===== src/rtl/bcfs_pkg.sv =====
`timescale 1ns / 1ps
// ----------------------------------------------------------------------------
// bcfs_pkg
// Shared constants, types and the fade arithmetic for the bitmap clip/fade
// pixel stream.
// ----------------------------------------------------------------------------
package bcfs_pkg;

   localparam int COORD_BITS    = 11;
   localparam int DIM_BITS      = 11;
   localparam int CNT_BITS      = 10;
   localparam int OPA_BITS      = 4;
   localparam int PIXEL_BITS    = 16;
   localparam int CSR_IDX_BITS  = 3;
   localparam int CSR_DATA_BITS = (COORD_BITS > DIM_BITS) ? COORD_BITS : DIM_BITS;
   localparam int POS_BITS      = CSR_DATA_BITS + 1;

   localparam logic [DIM_BITS-1:0] MAX_IMAGE_DIM   = DIM_BITS'(1024);
   localparam logic [DIM_BITS-1:0] SCREEN_DIM_RST  = DIM_BITS'(240);
   localparam logic [OPA_BITS-1:0] FADE_LEVELS     = OPA_BITS'(10);

   // divide by 10 as (x * 205) >> 11, exact for x < 1024
   localparam logic [7:0] FADE_RECIP = 8'd205;
   localparam int         FADE_SHIFT = 11;

   localparam logic [5:0] RB_MAX = 6'd31;
   localparam logic [5:0] G_MAX  = 6'd63;

   typedef logic [PIXEL_BITS-1:0] pixel_type;

   typedef enum logic [CSR_IDX_BITS-1:0] {
      CSR_IMAGE_X       = 3'd0,
      CSR_IMAGE_Y       = 3'd1,
      CSR_IMAGE_WIDTH   = 3'd2,
      CSR_IMAGE_HEIGHT  = 3'd3,
      CSR_SCREEN_WIDTH  = 3'd4,
      CSR_SCREEN_HEIGHT = 3'd5,
      CSR_OPACITY       = 3'd6
   } csr_index_type;

   function automatic logic [5:0] fade_chan(input logic [5:0] value,
                                            input logic [5:0] max_value,
                                            input logic [OPA_BITS-1:0] opa);
      logic [5:0]  diff;
      logic [9:0]  prod;
      logic [17:0] scaled;
      logic [5:0]  quot;
      diff   = max_value - value;
      prod   = 10'(diff * opa);
      scaled = 18'(prod * FADE_RECIP);
      quot   = scaled[FADE_SHIFT +: 6];
      return max_value - quot;
   endfunction

   function automatic pixel_type fade_pixel(input pixel_type pix,
                                            input logic [OPA_BITS-1:0] opa);
      logic [5:0] r;
      logic [5:0] g;
      logic [5:0] b;
      r = fade_chan({1'b0, pix[15:11]}, RB_MAX, opa);
      g = fade_chan(pix[10:5], G_MAX, opa);
      b = fade_chan({1'b0, pix[4:0]}, RB_MAX, opa);
      return {r[4:0], g, b[4:0]};
   endfunction

endpackage


===== src/rtl/bitmap_clip_fade_stream.sv =====
`timescale 1ns / 1ps
// ----------------------------------------------------------------------------
// bitmap_clip_fade_stream
// Streams RGB565 source pixels in raster order, flags each one as on or off
// screen, marks the last pixel of the image and fades colour toward white.
//
// Usage:
//   req_*  : source pixels, one transfer per pixel, raster order.
//   rsp_*  : one result per pixel: faded colour, visible flag, image_done.
//   csr_*  : register writes (index 0..6), always ready; write only while idle.
// Path: a req transfer passes the input register, then the result register,
//   before rsp_valid. Throughput: one pixel per cycle; both stages advance
//   together whenever the result register is empty or being taken.
// Stall: while rsp_stall holds a valid result the whole pipe freezes and
//   req_stall is raised; nothing is dropped or repeated.
// Reset: clears both stages, the column/row counters and loads register
//   defaults (screens 240x240, opacity 10, image origin and size 0).
// Position counters advance at req transfer and wrap after the last pixel.
// ----------------------------------------------------------------------------
module bitmap_clip_fade_stream (
   input  logic                               clock,
   input  logic                               reset,

   input  logic                               req_valid,
   output logic                               req_stall,
   input  bcfs_pkg::pixel_type                req_source_pixel,

   output logic                               rsp_valid,
   input  logic                               rsp_stall,
   output bcfs_pkg::pixel_type                rsp_pixel_color,
   output logic                               rsp_visible,
   output logic                               rsp_image_done,

   input  logic                               csr_valid,
   output logic                               csr_ready,
   input  logic [bcfs_pkg::CSR_IDX_BITS-1:0]  csr_index,
   input  logic [bcfs_pkg::CSR_DATA_BITS-1:0] csr_data
);
   import bcfs_pkg::*;

   // configuration
   logic signed [COORD_BITS-1:0] image_x_ff;
   logic signed [COORD_BITS-1:0] image_y_ff;
   logic [DIM_BITS-1:0]          image_width_ff;
   logic [DIM_BITS-1:0]          image_height_ff;
   logic [DIM_BITS-1:0]          screen_width_ff;
   logic [DIM_BITS-1:0]          screen_height_ff;
   logic [OPA_BITS-1:0]          opacity_ff;

   logic [CNT_BITS-1:0] col_ff;
   logic [CNT_BITS-1:0] col_in;
   logic [CNT_BITS-1:0] row_ff;
   logic [CNT_BITS-1:0] row_in;

   logic      s1_valid_ff;
   pixel_type s1_pixel_ff;
   logic      s1_visible_ff;
   logic      s1_done_ff;

   logic      rsp_valid_ff;
   pixel_type rsp_pixel_ff;
   logic      rsp_visible_ff;
   logic      rsp_done_ff;

   logic                       advance;
   logic                       req_xfer;
   logic [DIM_BITS-1:0]        width_lim;
   logic [DIM_BITS-1:0]        height_lim;
   logic [DIM_BITS-1:0]        col_next;
   logic [DIM_BITS-1:0]        row_next;
   logic                       last_col;
   logic                       last_row;
   logic                       done_c;
   logic signed [POS_BITS-1:0] pos_x;
   logic signed [POS_BITS-1:0] pos_y;
   logic signed [POS_BITS-1:0] scr_w;
   logic signed [POS_BITS-1:0] scr_h;
   logic                       visible_c;
   pixel_type                  color_c;

   assign csr_ready = 1'b1;

   always_ff @(posedge clock) begin
      if (reset) begin
         image_x_ff       <= '0;
         image_y_ff       <= '0;
         image_width_ff   <= '0;
         image_height_ff  <= '0;
         screen_width_ff  <= SCREEN_DIM_RST;
         screen_height_ff <= SCREEN_DIM_RST;
         opacity_ff       <= FADE_LEVELS;
      end else if (csr_valid && csr_ready) begin
         unique case (csr_index)
            CSR_IMAGE_X:       image_x_ff       <= csr_data[COORD_BITS-1:0];
            CSR_IMAGE_Y:       image_y_ff       <= csr_data[COORD_BITS-1:0];
            CSR_IMAGE_WIDTH:   image_width_ff   <= csr_data[DIM_BITS-1:0];
            CSR_IMAGE_HEIGHT:  image_height_ff  <= csr_data[DIM_BITS-1:0];
            CSR_SCREEN_WIDTH:  screen_width_ff  <= csr_data[DIM_BITS-1:0];
            CSR_SCREEN_HEIGHT: screen_height_ff <= csr_data[DIM_BITS-1:0];
            CSR_OPACITY:       opacity_ff       <= csr_data[OPA_BITS-1:0];
            default: ;
         endcase
      end
   end

   assign advance   = !rsp_valid_ff || !rsp_stall;
   assign req_stall = !advance;
   assign req_xfer  = req_valid && !req_stall;

   // position and clipping
   always_comb begin
      width_lim  = (image_width_ff  > MAX_IMAGE_DIM) ? MAX_IMAGE_DIM : image_width_ff;
      height_lim = (image_height_ff > MAX_IMAGE_DIM) ? MAX_IMAGE_DIM : image_height_ff;
      col_next   = DIM_BITS'(col_ff) + DIM_BITS'(1);
      row_next   = DIM_BITS'(row_ff) + DIM_BITS'(1);
      last_col   = col_next >= width_lim;
      last_row   = row_next >= height_lim;
      done_c     = last_col && last_row;

      pos_x = POS_BITS'(image_x_ff) + signed'(POS_BITS'(col_ff));
      pos_y = POS_BITS'(image_y_ff) + signed'(POS_BITS'(row_ff));
      scr_w = signed'(POS_BITS'(screen_width_ff));
      scr_h = signed'(POS_BITS'(screen_height_ff));
      visible_c = (pos_x >= 0) && (pos_x < scr_w) && (pos_y >= 0) && (pos_y < scr_h);

      if (done_c) begin
         col_in = '0;
         row_in = '0;
      end else if (last_col) begin
         col_in = '0;
         row_in = row_next[CNT_BITS-1:0];
      end else begin
         col_in = col_next[CNT_BITS-1:0];
         row_in = row_ff;
      end
   end

   always_ff @(posedge clock) begin
      if (reset) begin
         col_ff <= '0;
         row_ff <= '0;
      end else if (req_xfer) begin
         col_ff <= col_in;
         row_ff <= row_in;
      end
   end

   // input register
   always_ff @(posedge clock) begin
      if (reset) begin
         s1_valid_ff <= 1'b0;
      end else if (advance) begin
         s1_valid_ff <= req_valid;
      end
   end

   always_ff @(posedge clock) begin
      if (req_xfer) begin
         s1_pixel_ff   <= req_source_pixel;
         s1_visible_ff <= visible_c;
         s1_done_ff    <= done_c;
      end
   end

   // fade
   assign color_c = (opacity_ff >= FADE_LEVELS) ? s1_pixel_ff
                                                : fade_pixel(s1_pixel_ff, opacity_ff);

   // result register
   always_ff @(posedge clock) begin
      if (reset) begin
         rsp_valid_ff <= 1'b0;
      end else if (advance) begin
         rsp_valid_ff <= s1_valid_ff;
      end
   end

   always_ff @(posedge clock) begin
      if (advance && s1_valid_ff) begin
         rsp_pixel_ff   <= color_c;
         rsp_visible_ff <= s1_visible_ff;
         rsp_done_ff    <= s1_done_ff;
      end
   end

   assign rsp_valid       = rsp_valid_ff;
   assign rsp_pixel_color = rsp_pixel_ff;
   assign rsp_visible     = rsp_visible_ff;
   assign rsp_image_done  = rsp_done_ff;

   // checks
   a_done_clears_counters: assert property (@(posedge clock) disable iff (reset)
      req_xfer && done_c |=> (col_ff == '0) && (row_ff == '0))
      else $error("counters not cleared after last pixel");

   a_counters_hold_idle: assert property (@(posedge clock) disable iff (reset)
      !req_xfer |=> $stable(col_ff) && $stable(row_ff))
      else $error("position counters moved without a transfer");

   a_s1_held_on_stall: assert property (@(posedge clock) disable iff (reset)
      s1_valid_ff && !advance |=> s1_valid_ff && $stable(s1_pixel_ff))
      else $error("input stage lost a pixel during stall");

   a_opaque_passthrough: assert property (@(posedge clock) disable iff (reset)
      advance && s1_valid_ff && (opacity_ff >= FADE_LEVELS)
      |=> rsp_pixel_color == $past(s1_pixel_ff))
      else $error("opaque pixel altered");

endmodule

===== config.mk =====
export PLATFORM = sky130hd
export DESIGN_NAME = bitmap_clip_fade_stream
export DESIGN_NICKNAME = d
export VERILOG_FILES = /design/src/rtl/bcfs_pkg.sv /design/src/rtl/bitmap_clip_fade_stream.sv
export SDC_FILE = /design/constraint.sdc
export NUM_CORES = 1
export LEC_CHECK = 0
export ABC_AREA = 1
export CORE_ASPECT_RATIO = 1.75
export CORE_MARGIN = 2
export CORE_UTILIZATION = 46
export DETAILED_ROUTE_END_ITERATION = 10
export DONT_BUFFER_PORTS = 1
export SETUP_SLACK_MARGIN = 0.05
export SYNTH_ARGS = -nofsm -noshare
export SYNTH_HDL_FRONTEND = slang
export SYNTH_SLANG_ARGS = --single-unit

===== constraint.sdc =====
create_clock -name clock -period 7.1 [get_ports clock]
set_input_delay 0.71 -clock clock [delete_from_list [all_inputs] [get_ports clock]]
set_output_delay 0.71 -clock clock [all_outputs]
set_load 0.01 [all_outputs]

### Word-level counts from Yosys, hierarchy flattened

Cells that the tools add are included.

| storage, ports and cells | value |
|---|---|
| register bits after elaboration | 128 |
| input bits | 35 |

| operators by class | value |
|---|---|
| order comparisons | 9 |
| equality and inequality tests | 6 |
| add/sub/neg operators | 10 |
| mux-type cells | 7 |
| multiply operators | 6 |
| reductions and logical operators | 20 |

Operators by type and width:

| cell | count |
|---|---|
| 10-bit 2-to-1 mux | 4 |
| 10-bit by 8-bit multiplier with 16-bit output, second input constant | 2 |
| 6-bit by 4-bit multiplier with 10-bit output | 3 |
| 11-bit by 11-bit adder with 12-bit output | 2 |
| 12-bit by 1-bit >= comparator with 1-bit output, second input constant | 2 |
| 12-bit less-than comparator | 2 |
| 10-bit by 1-bit adder with 11-bit output, second input constant | 2 |
| 11-bit >= comparator | 2 |
| 11-bit greater-than comparator, second input constant | 2 |
| 11-bit 2-to-1 mux | 2 |
| 10-bit by 8-bit multiplier with 17-bit output, second input constant | 1 |
| 16-bit 2-to-1 mux | 1 |
| 2-bit AND reduction | 8 |
| 5-bit by 5-bit subtractor with 6-bit output, first input constant | 2 |
| 6-bit subtractor, first input constant | 2 |
| 5-bit subtractor, first input constant | 2 |
| 3-bit equality test, second input constant | 3 |
| 3-bit by 2-bit equality test with 1-bit output, second input constant | 2 |
| 1-bit logical AND | 6 |
| 4-bit >= comparator, second input constant | 1 |
| 3-bit by 1-bit equality test with 1-bit output, second input constant | 1 |
| 1-bit zero test | 3 |
| 3-bit zero test | 1 |
| 2-bit nonzero test | 1 |
| 1-bit logical OR | 1 |

### Longest topological paths before layout

Gate-level depths: netlist of the first run.

| logic depth | value |
|---|---|
| depth in word-level cells | 6 |
| depth in mapped cells | 34 |

### Worst setup path before layout of the first run

Ideal clock, no wire load.

| timing | value |
|---|---|
| path kind | reg2reg |
| start | register s1_pixel_ff[1] |
| end | register rsp_pixel_ff[4], in the netlist rsp_pixel_color[4] (data pin) |
| cell stages (with the launch flop) | 30 |
| setup slack | 0.857 ns |
| data required time | 6.848 ns |
| clock period less this slack | 6.243 ns |
| path buffers | 0 |
| data arrival time | 5.991 ns |
| library setup time | 0.252 ns |
| cell sequence | edfxtp_1 or2_2 fa_1 inv_1 fa_1 inv_1 fa_1 inv_1 nand2_1 nand2_1 nand2_1 xnor2_1 ha_1 inv_1 fa_1 inv_1 fa_1 inv_1 fa_1 inv_1 ha_1 a21o_1 a21oi_1 o21ai_0 a21oi_1 inv_1 nand2_1 nand2_1 nand2_1 nand2_1 |

| on the way | value |
|---|---|
| longest elaborated chain between the ends | 5 |

Ends and longest elaborated chain:

| element | line | RTL |
|---|---|---|
| start, declared | bitmap_clip_fade_stream.sv:56 | `pixel_type s1_pixel_ff;` |
| start signal, assigned | bitmap_clip_fade_stream.sv:159 | `s1_pixel_ff <= req_source_pixel;` |
| 5-bit by 5-bit subtractor with 6-bit output | bcfs_pkg.sv:48 | `diff = max_value - value;` |
| 6-bit by 4-bit multiplier with 10-bit output | bcfs_pkg.sv:49 | `prod = 10'(diff * opa);` |
| 10-bit by 8-bit multiplier with 16-bit output | bcfs_pkg.sv:50 | `scaled = 18'(prod * FADE_RECIP);` |
| 5-bit subtractor | bcfs_pkg.sv:52 | `return max_value - quot;` |
| 16-bit 2-to-1 mux | bitmap_clip_fade_stream.sv:166 | `assign color_c = (opacity_ff >= FADE_LEVELS) ? s1_pixel_ff` |
| named net color_c[4] | bitmap_clip_fade_stream.sv:79 | `pixel_type color_c;` |
| end signal, assigned | bitmap_clip_fade_stream.sv:180 | `rsp_pixel_ff <= color_c;` |
| end, declared | bitmap_clip_fade_stream.sv:61 | `pixel_type rsp_pixel_ff;` |

The timed path passes the listed nets, and every way through them passes these cells.
A chain may end at the register's enable or synchronous reset.

### Worst setup path in the final report of the first run

| timing | value |
|---|---|
| start | register opacity_ff[2] |
| end | register rsp_pixel_ff[5], in the netlist rsp_pixel_color[5] (data pin) |

| on the way | value |
|---|---|
| longest elaborated chain between the ends | 4 |
| elaborated cells between the ends (all ways) | 5 |
| those cells by class | 1 x add/sub; 2 x mul; 1 x order compare; 1 x mux |

Ends and longest elaborated chain:

| element | line | RTL |
|---|---|---|
| start, declared | bitmap_clip_fade_stream.sv:48 | `logic [OPA_BITS-1:0] opacity_ff;` |
| start signal, assigned | bitmap_clip_fade_stream.sv:100 | `CSR_OPACITY: opacity_ff <= csr_data[OPA_BITS-1:0];` |
| 6-bit by 4-bit multiplier with 10-bit output | bcfs_pkg.sv:49 |  |
| 10-bit by 8-bit multiplier with 17-bit output | bcfs_pkg.sv:50 |  |
| 6-bit subtractor | bcfs_pkg.sv:52 |  |
| 16-bit 2-to-1 mux (*) | bitmap_clip_fade_stream.sv:166 |  |
| named net color_c[5] | bitmap_clip_fade_stream.sv:79 |  |

The timed path passes the listed nets; every way through them passes the cells marked *.

==> results of run 1 <==
==> synthesized netlist by cell type, drive strengths merged (26+ instances only) <==
| library cell | instances |
|---|---|
| a21oi | 116 |
| dfxtp | 92 |
| edfxtp | 36 |
| fa | 70 |
| ha | 223 |
| inv | 300 |
| nand2 | 262 |
| nand3 | 69 |
| nand4 | 26 |
| nor2 | 203 |
| o21ai | 96 |
| xor2 | 45 |
==> layer usage <==
| layer | global-route usage [%] | share of wire [%] | up-vias |
|---|---|---|---|
| met4 | 10.4 | 3.9 | 2 |
| met1 | 23.2 | 37 | 5027 |
| met2 | 46.8 | 56 | 175 |
| met3 | 3.79 | 3.1 | 68 |
| met5 | 0 | 0.039 | - |
| li1 | - | - | 5415 |
==> area by class of cell <==
cell class                      count  area [sq um]
Antenna cell                        2          5.00
Clock buffer                       22           485
Clock inverter                     10          96.3
Fill cell                        2782         13900
Inverter                          300          1130
Multi-Input combinational cell   1210          8750
Sequential cell                   128          2920
Tap cell                          373           467
Timing Repair Buffer                8          60.1
==> sequential cells by signal, indices dropped and copies added, names as in the netlist, 4 cells and up <==
signal            flops
col_ff               10
image_height_ff      11
image_width_ff       11
image_x_ff           11
image_y_ff           11
opacity_ff            4
row_ff               10
rsp_pixel_color      16
s1_pixel_ff          16
screen_height_ff     11
screen_width_ff      11
==> worst min path at each step <==
stage                          start             end  slack [ns]  cells past startpoint
after global routing           reset       col_ff[8]        0.33                      1
after floorplan           s1_done_ff  rsp_image_done        0.40                      0
after global placement    s1_done_ff  rsp_image_done        0.40                      0
final                          reset     s1_valid_ff        0.33                      1
after detailed placement  s1_done_ff  rsp_image_done        0.42                      0
after CTS                      reset     s1_valid_ff        0.31                      1
==> stage by stage <==
| stage | hold slack [ns] | std cells | utilization (%) | area, sq um |
|---|---|---|---|---|
| floorplan | 0.400 | 1666 | - | 12900 |
| global placement | 0.403 | 2019 | 48.0 | 13300 |
| detailed placement | 0.422 | 2019 | 48.0 | 13300 |
| CTS | 0.312 | 2051 | 50.1 | 13900 |
| global route | 0.326 | 2051 | 50.1 | 13900 |
| finish | 0.329 | 2053 | 50.1 | 13900 |
==> power groups by stage <==
stage | clock, uW | sequential, uW | combinational (uW)
after floorplan | 0 | 836 | 3190
after global placement | 0 | 849 | 4110
after detailed placement | 0 | 849 | 4160
after CTS | 910 | 834 | 4200
after global routing | 936 | 837 | 4860
final | 887 | 833 | 4210
==> what timing repair did <==
action / CTS / global route
setup buffers: 0 / 0
resized for setup: 0 / 2
endpoints found under the setup margin: 0 / 3
==> logic make-up (layout without fill, tap and decap cells) <==
| logic type | count (synthesis) | count (layout) |
|---|---|---|
| AND/OR/NAND/NOR | 592 | 592 |
| AO/OA/AOI/OAI | 262 | 262 |
| adder cells (fa/ha/maj) | 293 | 293 |
| XOR/XNOR | 62 | 62 |
| flip-flops | 128 | 128 |
| buffers and inverters | 328 | 340 |
| other | 1 | 3 |
==> impl_metrics.csv, run 1 <==
group,metric,value,unit
run_status,status,"finished, final reports clean",
die,die_h,226,microns
detailed_routing,vias_per_cell,5.21,
sta,tns,0,ns
critical_path,cp.depth,26,
critical_path,crit_path_start,"opacity_ff[2]",
power_and_ir_drop,p_sw,3010,uW
yosys,synth_fa_ha_area_share,32.5,%
critical_path,crit_type,"reg2reg",
critical_path,cp-start-kind,"flop",
global_route,grt_pass1_vias,11000,
global_route,grt.total_usage,23.6,%
yosys,synth_seq_area_share,22.6,%
die,rows,81,
layout,syn2layout_area_growth,7.75,%
critical_path,slowest_delay,0.56,ns
critical_path,worstRegToRegCells,26,
sta,relSlewSlack,43.3,%
die,initial_core_util,46.5,%
die,core_region_area,0.0278,sq mm
yosys,synth.area.mux_share,0,%
placed_design,pre_cts_ws,0.443,ns
critical_path,rrSetupSlack,0.48,ns
critical_path,crit_slowest_cell,"fa_1",
die,die_w,131,microns
clock_network,clock_latency,0.45,ns
global_route,grt_max_degree,69,
power_and_ir_drop,p_total,5930,uW
layout,nets,1993,
critical_path,reg2reg_to,"rsp_pixel_color[5]",
die,ios,56,
clock_network,cts_sinks,128,
min_path,hold_class,"in2reg",
placed_design,finalWeightedCongestion,0.918,
power_and_ir_drop,intPower,2910,uW
critical_path,crit_path_frequent_cell,"inv_1",
sta,max_freq,0.151,GHz
yosys,synth_cell_type_count,49,
sta,fin_crit,6.62,ns
critical_path,path_buf_inv,9,
power_and_ir_drop,pwr-share-comb,71.0,%
yosys,synth_warnings,0,
placed_design,io_buffers,0,
sta,final.setup_skew,0.0133,ns
detailed_routing,vias,10700,
detailed_routing,wl_per_cell,16.1,microns
critical_path,cpLargestDelayFamily,"adder cells",
sta,layout_setup_ws,0.476,ns
clock_network,clockBufferDepth,2,
detailed_routing,drt-initial-drc-count,390,
yosys,async_reset_ff_share,0,%
yosys,yosysTopAreaCellShare,21.6,%
yosys,syn_area,0.0129,sq mm
sta,rsz0062_at_grt,"false",
yosys,synth_enable_flop_cells,36,
critical_path,cp.required,7.29,ns
yosys,synth_compound_area_share,11.4,%
yosys,synth_seq_cells,128,
clock_network,cts_max_level,4,
yosys,synth_flop_cell,"dfxtp_1",
critical_path,path_max_fanout,12,
placed_design,dp_hpwl,26700,microns
power_and_ir_drop,p_sw_share,50.9,%
clock_network,cts.reportedPaths.clkPinSlew,0.06,ns
critical_path,end_kind,"flop",
clock_network,numCtsBuffers,17,
detailed_routing,routed_wl,33100,microns
yosys,synth_top_family_by_area,"adder cells",
power_and_ir_drop,p_leak,0.00708,uW
layout,final_common_cell,"inv_1",
clock_network,cts_hold_buf,0,
global_route,grt-ovfl-total,0,
detailed_routing,drc_errors,0,
power_and_ir_drop,p_clk_share,15.0,%
flow_run,maxCapViolations,0,
power_and_ir_drop,max-vdd-ir-drop,0.000237,V
critical_path,worstReg2RegStart,"opacity_ff[2]",
detailed_routing,drtAntennaViolNets,0,
global_route,antenna_found_initial,3,
layout,drive_above_1_share,4.95,%
yosys,post_synth_main_area_contributors,"ha_1 (22%), dfxtp_1 (14%), fa_1 (11%)",
clock_network,cts_tree,"built",
layout,final_cell_mix,"inv_1 (295), nand2_1 (253), ha_1 (223)",
sta,worst_pin_slew,0.847,ns
sta,setup_viol,0,
detailed_routing,drtPass1Iterations,5,
sta,drv_slew,0,
yosys,avgSynthCellArea,7.75,sq um
yosys,synth-simple-area-share,19.4,%
power_and_ir_drop,power_density,426,mW/mm^2
power_and_ir_drop,seqPwrFrac,14.1,%
critical_path,arrival,6.82,ns
critical_path,endpoint,"rsp_pixel_color[5]",
sta,period_share,93.3,%
yosys,synthesis.nets,1994,
yosys,netlist_instances,1666,
global_route,grt_pass1_wl,53700,microns
die,die_area,0.0295,sq mm
clock_network,root_buffer,"clkbuf_16",
yosys,yosys.area.top_type,"ha_1",
sta,hold_viol,0,
yosys,synth_xor_area_share,4.49,%
Power figures use the tool's default switching activity.
==> run 2: changes to the inputs <==
- BUFFER_PORTS_ARGS: not set -> -buffer_cell sky130_fd_sc_hd__buf_2
- DONT_BUFFER_PORTS: 1 -> not set
==> run 2 against run 1 <==
Compared with the run above: via count rose by 2.0%; worst setup slack got worse by 0.031 ns; sequential share of layout area fell by 0.47 points; critical endpoint is now rsp_pixel_color[4]; final area rose by 2.3%; clock power is 6.4% higher.
==> impl_metrics.csv, run 2 (synthesized netlist as in run 1, its figures left out) <==
group,metric,value,unit
run_status,status,"finished, final reports clean",
detailed_routing,wl_per_cell,15.9,microns
placed_design,dp_hpwl,27000,microns
critical_path,cp.required,7.30,ns
global_route,grt_pass1_vias,11300,
critical_path,crit_type,"reg2reg",
clock_network,cts_setup_buffers,0,
power_and_ir_drop,p_clk_share,15.9,%
detailed_routing,drt-initial-drc-count,548,
clock_network,cts_hold_buf,0,
layout,drive_above_1_share,8.08,%
critical_path,cp-start-kind,"flop",
global_route,antenna_found_initial,3,
die,rows,81,
power_and_ir_drop,p_sw_share,50.1,%
clock_network,numCtsBuffers,17,
power_and_ir_drop,p_sw,2980,uW
die,core_region_area,0.0278,sq mm
detailed_routing,drtPass1Iterations,5,
layout,final_common_cell,"inv_1",
placed_design,dpl.cell_count,2074,
power_and_ir_drop,seqPwrFrac,13.8,%
detailed_routing,vias_per_cell,5.17,
die,ios,56,
clock_network,root_buffer,"clkbuf_16",
layout,nets,2048,
global_route,grt_max_degree,44,
layout,syn2layout_area_growth,10.2,%
layout,final.fill_count,2748,
clock_network,cts.reportedPaths.clkPinSlew,0.06,ns
sta,tns,0,ns
die,die_w,131,microns
clock_network,cts_sinks,128,
power_and_ir_drop,power_density,418,mW/mm^2
detailed_routing,drtAntennaViolNets,0,
clock_network,clockBufferDepth,2,
critical_path,crit_slowest_cell,"fa_1",
clock_network,cts_resized,0,
global_route,grt-ovfl-total,0,
sta,hold_viol,0,
flow_run,maxCapViolations,0,
power_and_ir_drop,intPower,2970,uW
power_and_ir_drop,p_leak,0.00734,uW
critical_path,crit_path_frequent_cell,"inv_1",
sta,relSlewSlack,24.8,%
sta,rsz0062_at_grt,"false",
placed_design,finalWeightedCongestion,0.896,
min_path,hold_class,"reg2reg",
sta,final.setup_skew,0.0110,ns
placed_design,io_buffers,54,
clock_network,cts_max_level,4,
layout,fin_cells,2108,
sta,max_freq,0.150,GHz
global_route,grt_pass1_wl,54600,microns
critical_path,path_max_fanout,5,
sta,drv_slew,0,
die,die_area,0.0295,sq mm
critical_path,end_kind,"flop",
detailed_routing,routed_wl,33500,microns
sta,period_share,93.7,%
detailed_routing,drc_errors,0,
sta,fin_crit,6.66,ns
critical_path,arrival,6.85,ns
die,initial_core_util,46.5,%
critical_path,slowest_delay,0.56,ns
global_route,grt.total_usage,24.0,%
die,die_h,226,microns
sta,setup_viol,0,
power_and_ir_drop,pwr-share-comb,70.3,%
clock_network,cts_tree,"built",
sta,worst_pin_slew,1.13,ns
layout,final_cell_mix,"inv_1 (296), nand2_1 (253), ha_1 (223)",
detailed_routing,vias,10900,
power_and_ir_drop,max-vdd-ir-drop,0.000300,V
clock_network,clock_latency,0.45,ns
run 2: worst max-delay path, delay by kind of cell, from the launching register on:
| kind | cells | cell delay, ns |
|---|---|---|
| DFF | 1 | 0.45 |
| adders and majority gates | 8 | 3.78 |
| AOI/OAI and AO/OA | 4 | 0.79 |
| xor gates and xnor gates | 1 | 0.14 |
| buffers and inverters | 8 | 0.51 |
| and+or+nand+nor | 8 | 0.75 |
run 2: layout make-up:
class	count	area (sq um)	area share, %
Antenna cell	2	5.00	0.0351
Multi-Input combinational cell	1210	8750	61.5
Timing Repair Buffer	63	338	2.37
Sequential cell	128	2920	20.5
Clock inverter	12	154	1.08
Clock buffer	20	469	3.30
Inverter	300	1130	7.93
Tap cell	373	467	3.28
run 2: path summary, 6_finish.rpt:
kind                  start                 end  slack, ns  cells past startpoint
min reg2reg      s1_done_ff      rsp_image_done       0.43                      0
max          s1_pixel_ff[1]  rsp_pixel_color[4]       0.44                     29
max reg2reg  s1_pixel_ff[1]  rsp_pixel_color[4]       0.44                     29
min              s1_done_ff      rsp_image_done       0.43                      0
run 2: stage by stage:
step	util (%)	total power (uW)	hold slack, ns	cell area (sq um)	worst slack (ns)
after floorplan	-	4030	0.400	12900	0.857
after global placement	49.0	4970	0.418	13600	0.492
after detailed placement	49.0	5030	0.410	13600	0.435
after CTS	51.2	6010	0.427	14200	0.404
after global routing	51.3	6680	0.428	14200	0.0520
final	51.3	5950	0.432	14200	0.445
run 2: metal layers:
metal | vias to the layer above | global-route usage [%] | routed length [microns]
met3 | 74 | 3.74 | 803
met1 | 5130 | 23.6 | 12500
met4 | 2 | 9.95 | 1310
met5 | - | 0 | 11
li1 | 5532 | - | -
met2 | 163 | 47.9 | 18800
run 2: power by group through the flow:
stage,clock network (uW),registers (uW),logic (uW)
final,944,824,4190
after global routing,990,829,4860
after CTS,963,825,4220
after detailed placement,0,840,4180
after global placement,0,840,4130
after floorplan,0,836,3190
==> run 3: changes to the inputs <==
- RECOVER_POWER: not set -> 50
==> run 3 against run 2 <==
Compared with the run above: the run now ends with capacitance limit, slew limit left; count of clock-buffer cells in the layout did not move; sequential power barely moved; via count rose by 0.30%; utilization fell by 0.16 points; non-clock buffer count did not move; critical endpoint unchanged; largest cell class unchanged; highest routed layer unchanged.
==> impl_metrics.csv, run 3 (synthesized netlist as in run 1, its figures left out) <==
group,metric,value,unit
critical_path,cpLargestDelayFamily,"adder cells",
sta,relSlewSlack,-24.5,%
power_and_ir_drop,max-vdd-ir-drop,0.000302,V
detailed_routing,routed_wl,33400,microns
global_route,grt_max_degree,44,
detailed_routing,drt-initial-drc-count,546,
sta,hold_viol,0,
sta,fin_crit,6.66,ns
flow_run,maxCapViolations,2,
layout,nets,2048,
critical_path,arrival,6.85,ns
clock_network,clock_latency,0.45,ns
power_and_ir_drop,p_sw,2980,uW
detailed_routing,vias,10900,
critical_path,path_buf_inv,8,
clock_network,cts_hold_buf,0,
die,die_h,226,microns
placed_design,io_buffers,54,
clock_network,cts_resized,0,
clock_network,cts.reportedPaths.clkPinSlew,0.06,ns
detailed_routing,vias_per_cell,5.19,
sta,worst_pin_slew,1.86,ns
detailed_routing,drc_errors,0,
min_path,hold_class,"reg2reg",
critical_path,end_kind,"flop",
die,core_region_area,0.0278,sq mm
die,die_w,131,microns
critical_path,crit_type,"reg2reg",
die,rows,81,
die,die_area,0.0295,sq mm
critical_path,crit_path_start,"s1_pixel_ff[1]",
global_route,grt_pass1_wl,54600,microns
power_and_ir_drop,p_clk_share,15.9,%
global_route,antenna_found_initial,2,
sta,rsz0062_at_grt,"false",
layout,syn2layout_area_growth,9.89,%
critical_path,worstReg2RegStart,"s1_pixel_ff[1]",
clock_network,numCtsBuffers,17,
critical_path,worstRegToRegCells,29,
critical_path,path_max_fanout,5,
power_and_ir_drop,seqPwrFrac,13.9,%
detailed_routing,wl_per_cell,15.9,microns
clock_network,cts_tree,"built",
clock_network,cts_max_level,4,
min_path,whs_path_depth,0,
critical_path,slowest_delay,0.56,ns
global_route,grt.total_usage,24.0,%
clock_network,clockBufferDepth,2,
sta,setup_viol,0,
placed_design,finalWeightedCongestion,0.896,
sta,period_share,93.7,%
sta,final.setup_skew,0.0106,ns
placed_design,placed_area,0.0136,sq mm
clock_network,cts_setup_buffers,0,
global_route,grt_pass1_vias,11300,
layout,final_cell_mix,"inv_1 (296), nand2_1 (253), ha_1 (223)",
sta,max_freq,0.150,GHz
critical_path,crit_path_frequent_cell,"inv_1",
critical_path,cp-start-kind,"flop",
layout,final_common_cell,"inv_1",
layout,stdcell_area,0.0142,sq mm
die,ios,56,
detailed_routing,drtAntennaViolNets,0,
clock_network,cts_sinks,128,
sta,drv_slew,44,
placed_design,dp_hpwl,27000,microns
critical_path,rrSetupSlack,0.44,ns
min_path,min_to,"rsp_image_done",
global_route,grt-ovfl-total,0,
power_and_ir_drop,power_density,419,mW/mm^2
critical_path,crit_slowest_cell,"fa_1",
die,initial_core_util,46.5,%
critical_path,reg2reg_to,"rsp_pixel_color[4]",
layout,fin_cells,2108,
run_status,violations,"capacitance limit, slew limit",
power_and_ir_drop,p_sw_share,50.1,%
critical_path,cp.required,7.30,ns
sta,hold_ws,0.431,ns
power_and_ir_drop,pwr-share-comb,70.3,%
sta,tns,0,ns
placed_design,dpl.cell_count,2074,
layout,drive_above_1_share,6.29,%
run_status,status,"finished with violations",
min_path,hp-start,"s1_done_ff",
power_and_ir_drop,p_leak,0.00725,uW
detailed_routing,drtPass1Iterations,5,
power_and_ir_drop,intPower,2970,uW
clock_network,root_buffer,"clkbuf_16",
==> run 3: area by class of cell <==
class,count,area (sq um)
Fill cell,2760,13600
Multi-Input combinational cell,1210,8750
Sequential cell,128,2920
Inverter,300,1130
Clock buffer,20,469
Tap cell,373,467
Timing Repair Buffer,63,295
Clock inverter,12,154
Antenna cell,2,5.00
==> run 3: metrics by stage <==
| stage | utilization [%] | power (uW) | setup WS [ns] |
|---|---|---|---|
| floorplan | - | 4030 | 0.857 |
| global placement | 49.0 | 4970 | 0.492 |
| detailed placement | 49.0 | 5030 | 0.435 |
| CTS | 51.2 | 6010 | 0.404 |
| global route | 51.1 | 6680 | 0.0520 |
| finish | 51.1 | 5950 | 0.444 |
==> run 3: routing by layer <==
layer  GRT usage, %  routed length (microns)
met1           23.6                    12300
met3           3.74                      997
met4           9.95                     1310
met2           47.9                    18800
met5              0                       11
==> run 3: power groups by stage <==
| stage | clock, uW | sequential (uW) | combinational [uW] |
|---|---|---|---|
| global placement | 0 | 840 | 4130 |
| floorplan | 0 | 836 | 3190 |
| global route | 990 | 829 | 4860 |
| detailed placement | 0 | 840 | 4180 |
| CTS | 963 | 825 | 4220 |
| finish | 944 | 825 | 4180 |
==> run 3: worst max-delay path by stage <==
stage,to,slack (ns),cells after the start
2_1_floorplan,rsp_pixel_color[4],0.86,29
5_1_grt,rsp_pixel_color[4],0.05,31
3_3_place_gp,rsp_pixel_color[2],0.49,25
4_1_cts,rsp_pixel_color[9],0.40,29
3_5_place_dp,rsp_pixel_color[2],0.43,25
6_report,rsp_pixel_color[4],0.44,29
==> run 3: worst reg2reg max path, delay by kind of cell (launching register included) <==
family,cells,cell delay (ns)
xor+xnor,1,0.14
flops,1,0.45
buf+inv,8,0.51
compound gates,4,0.79
fa+ha+maj,8,3.79
simple gates,8,0.75
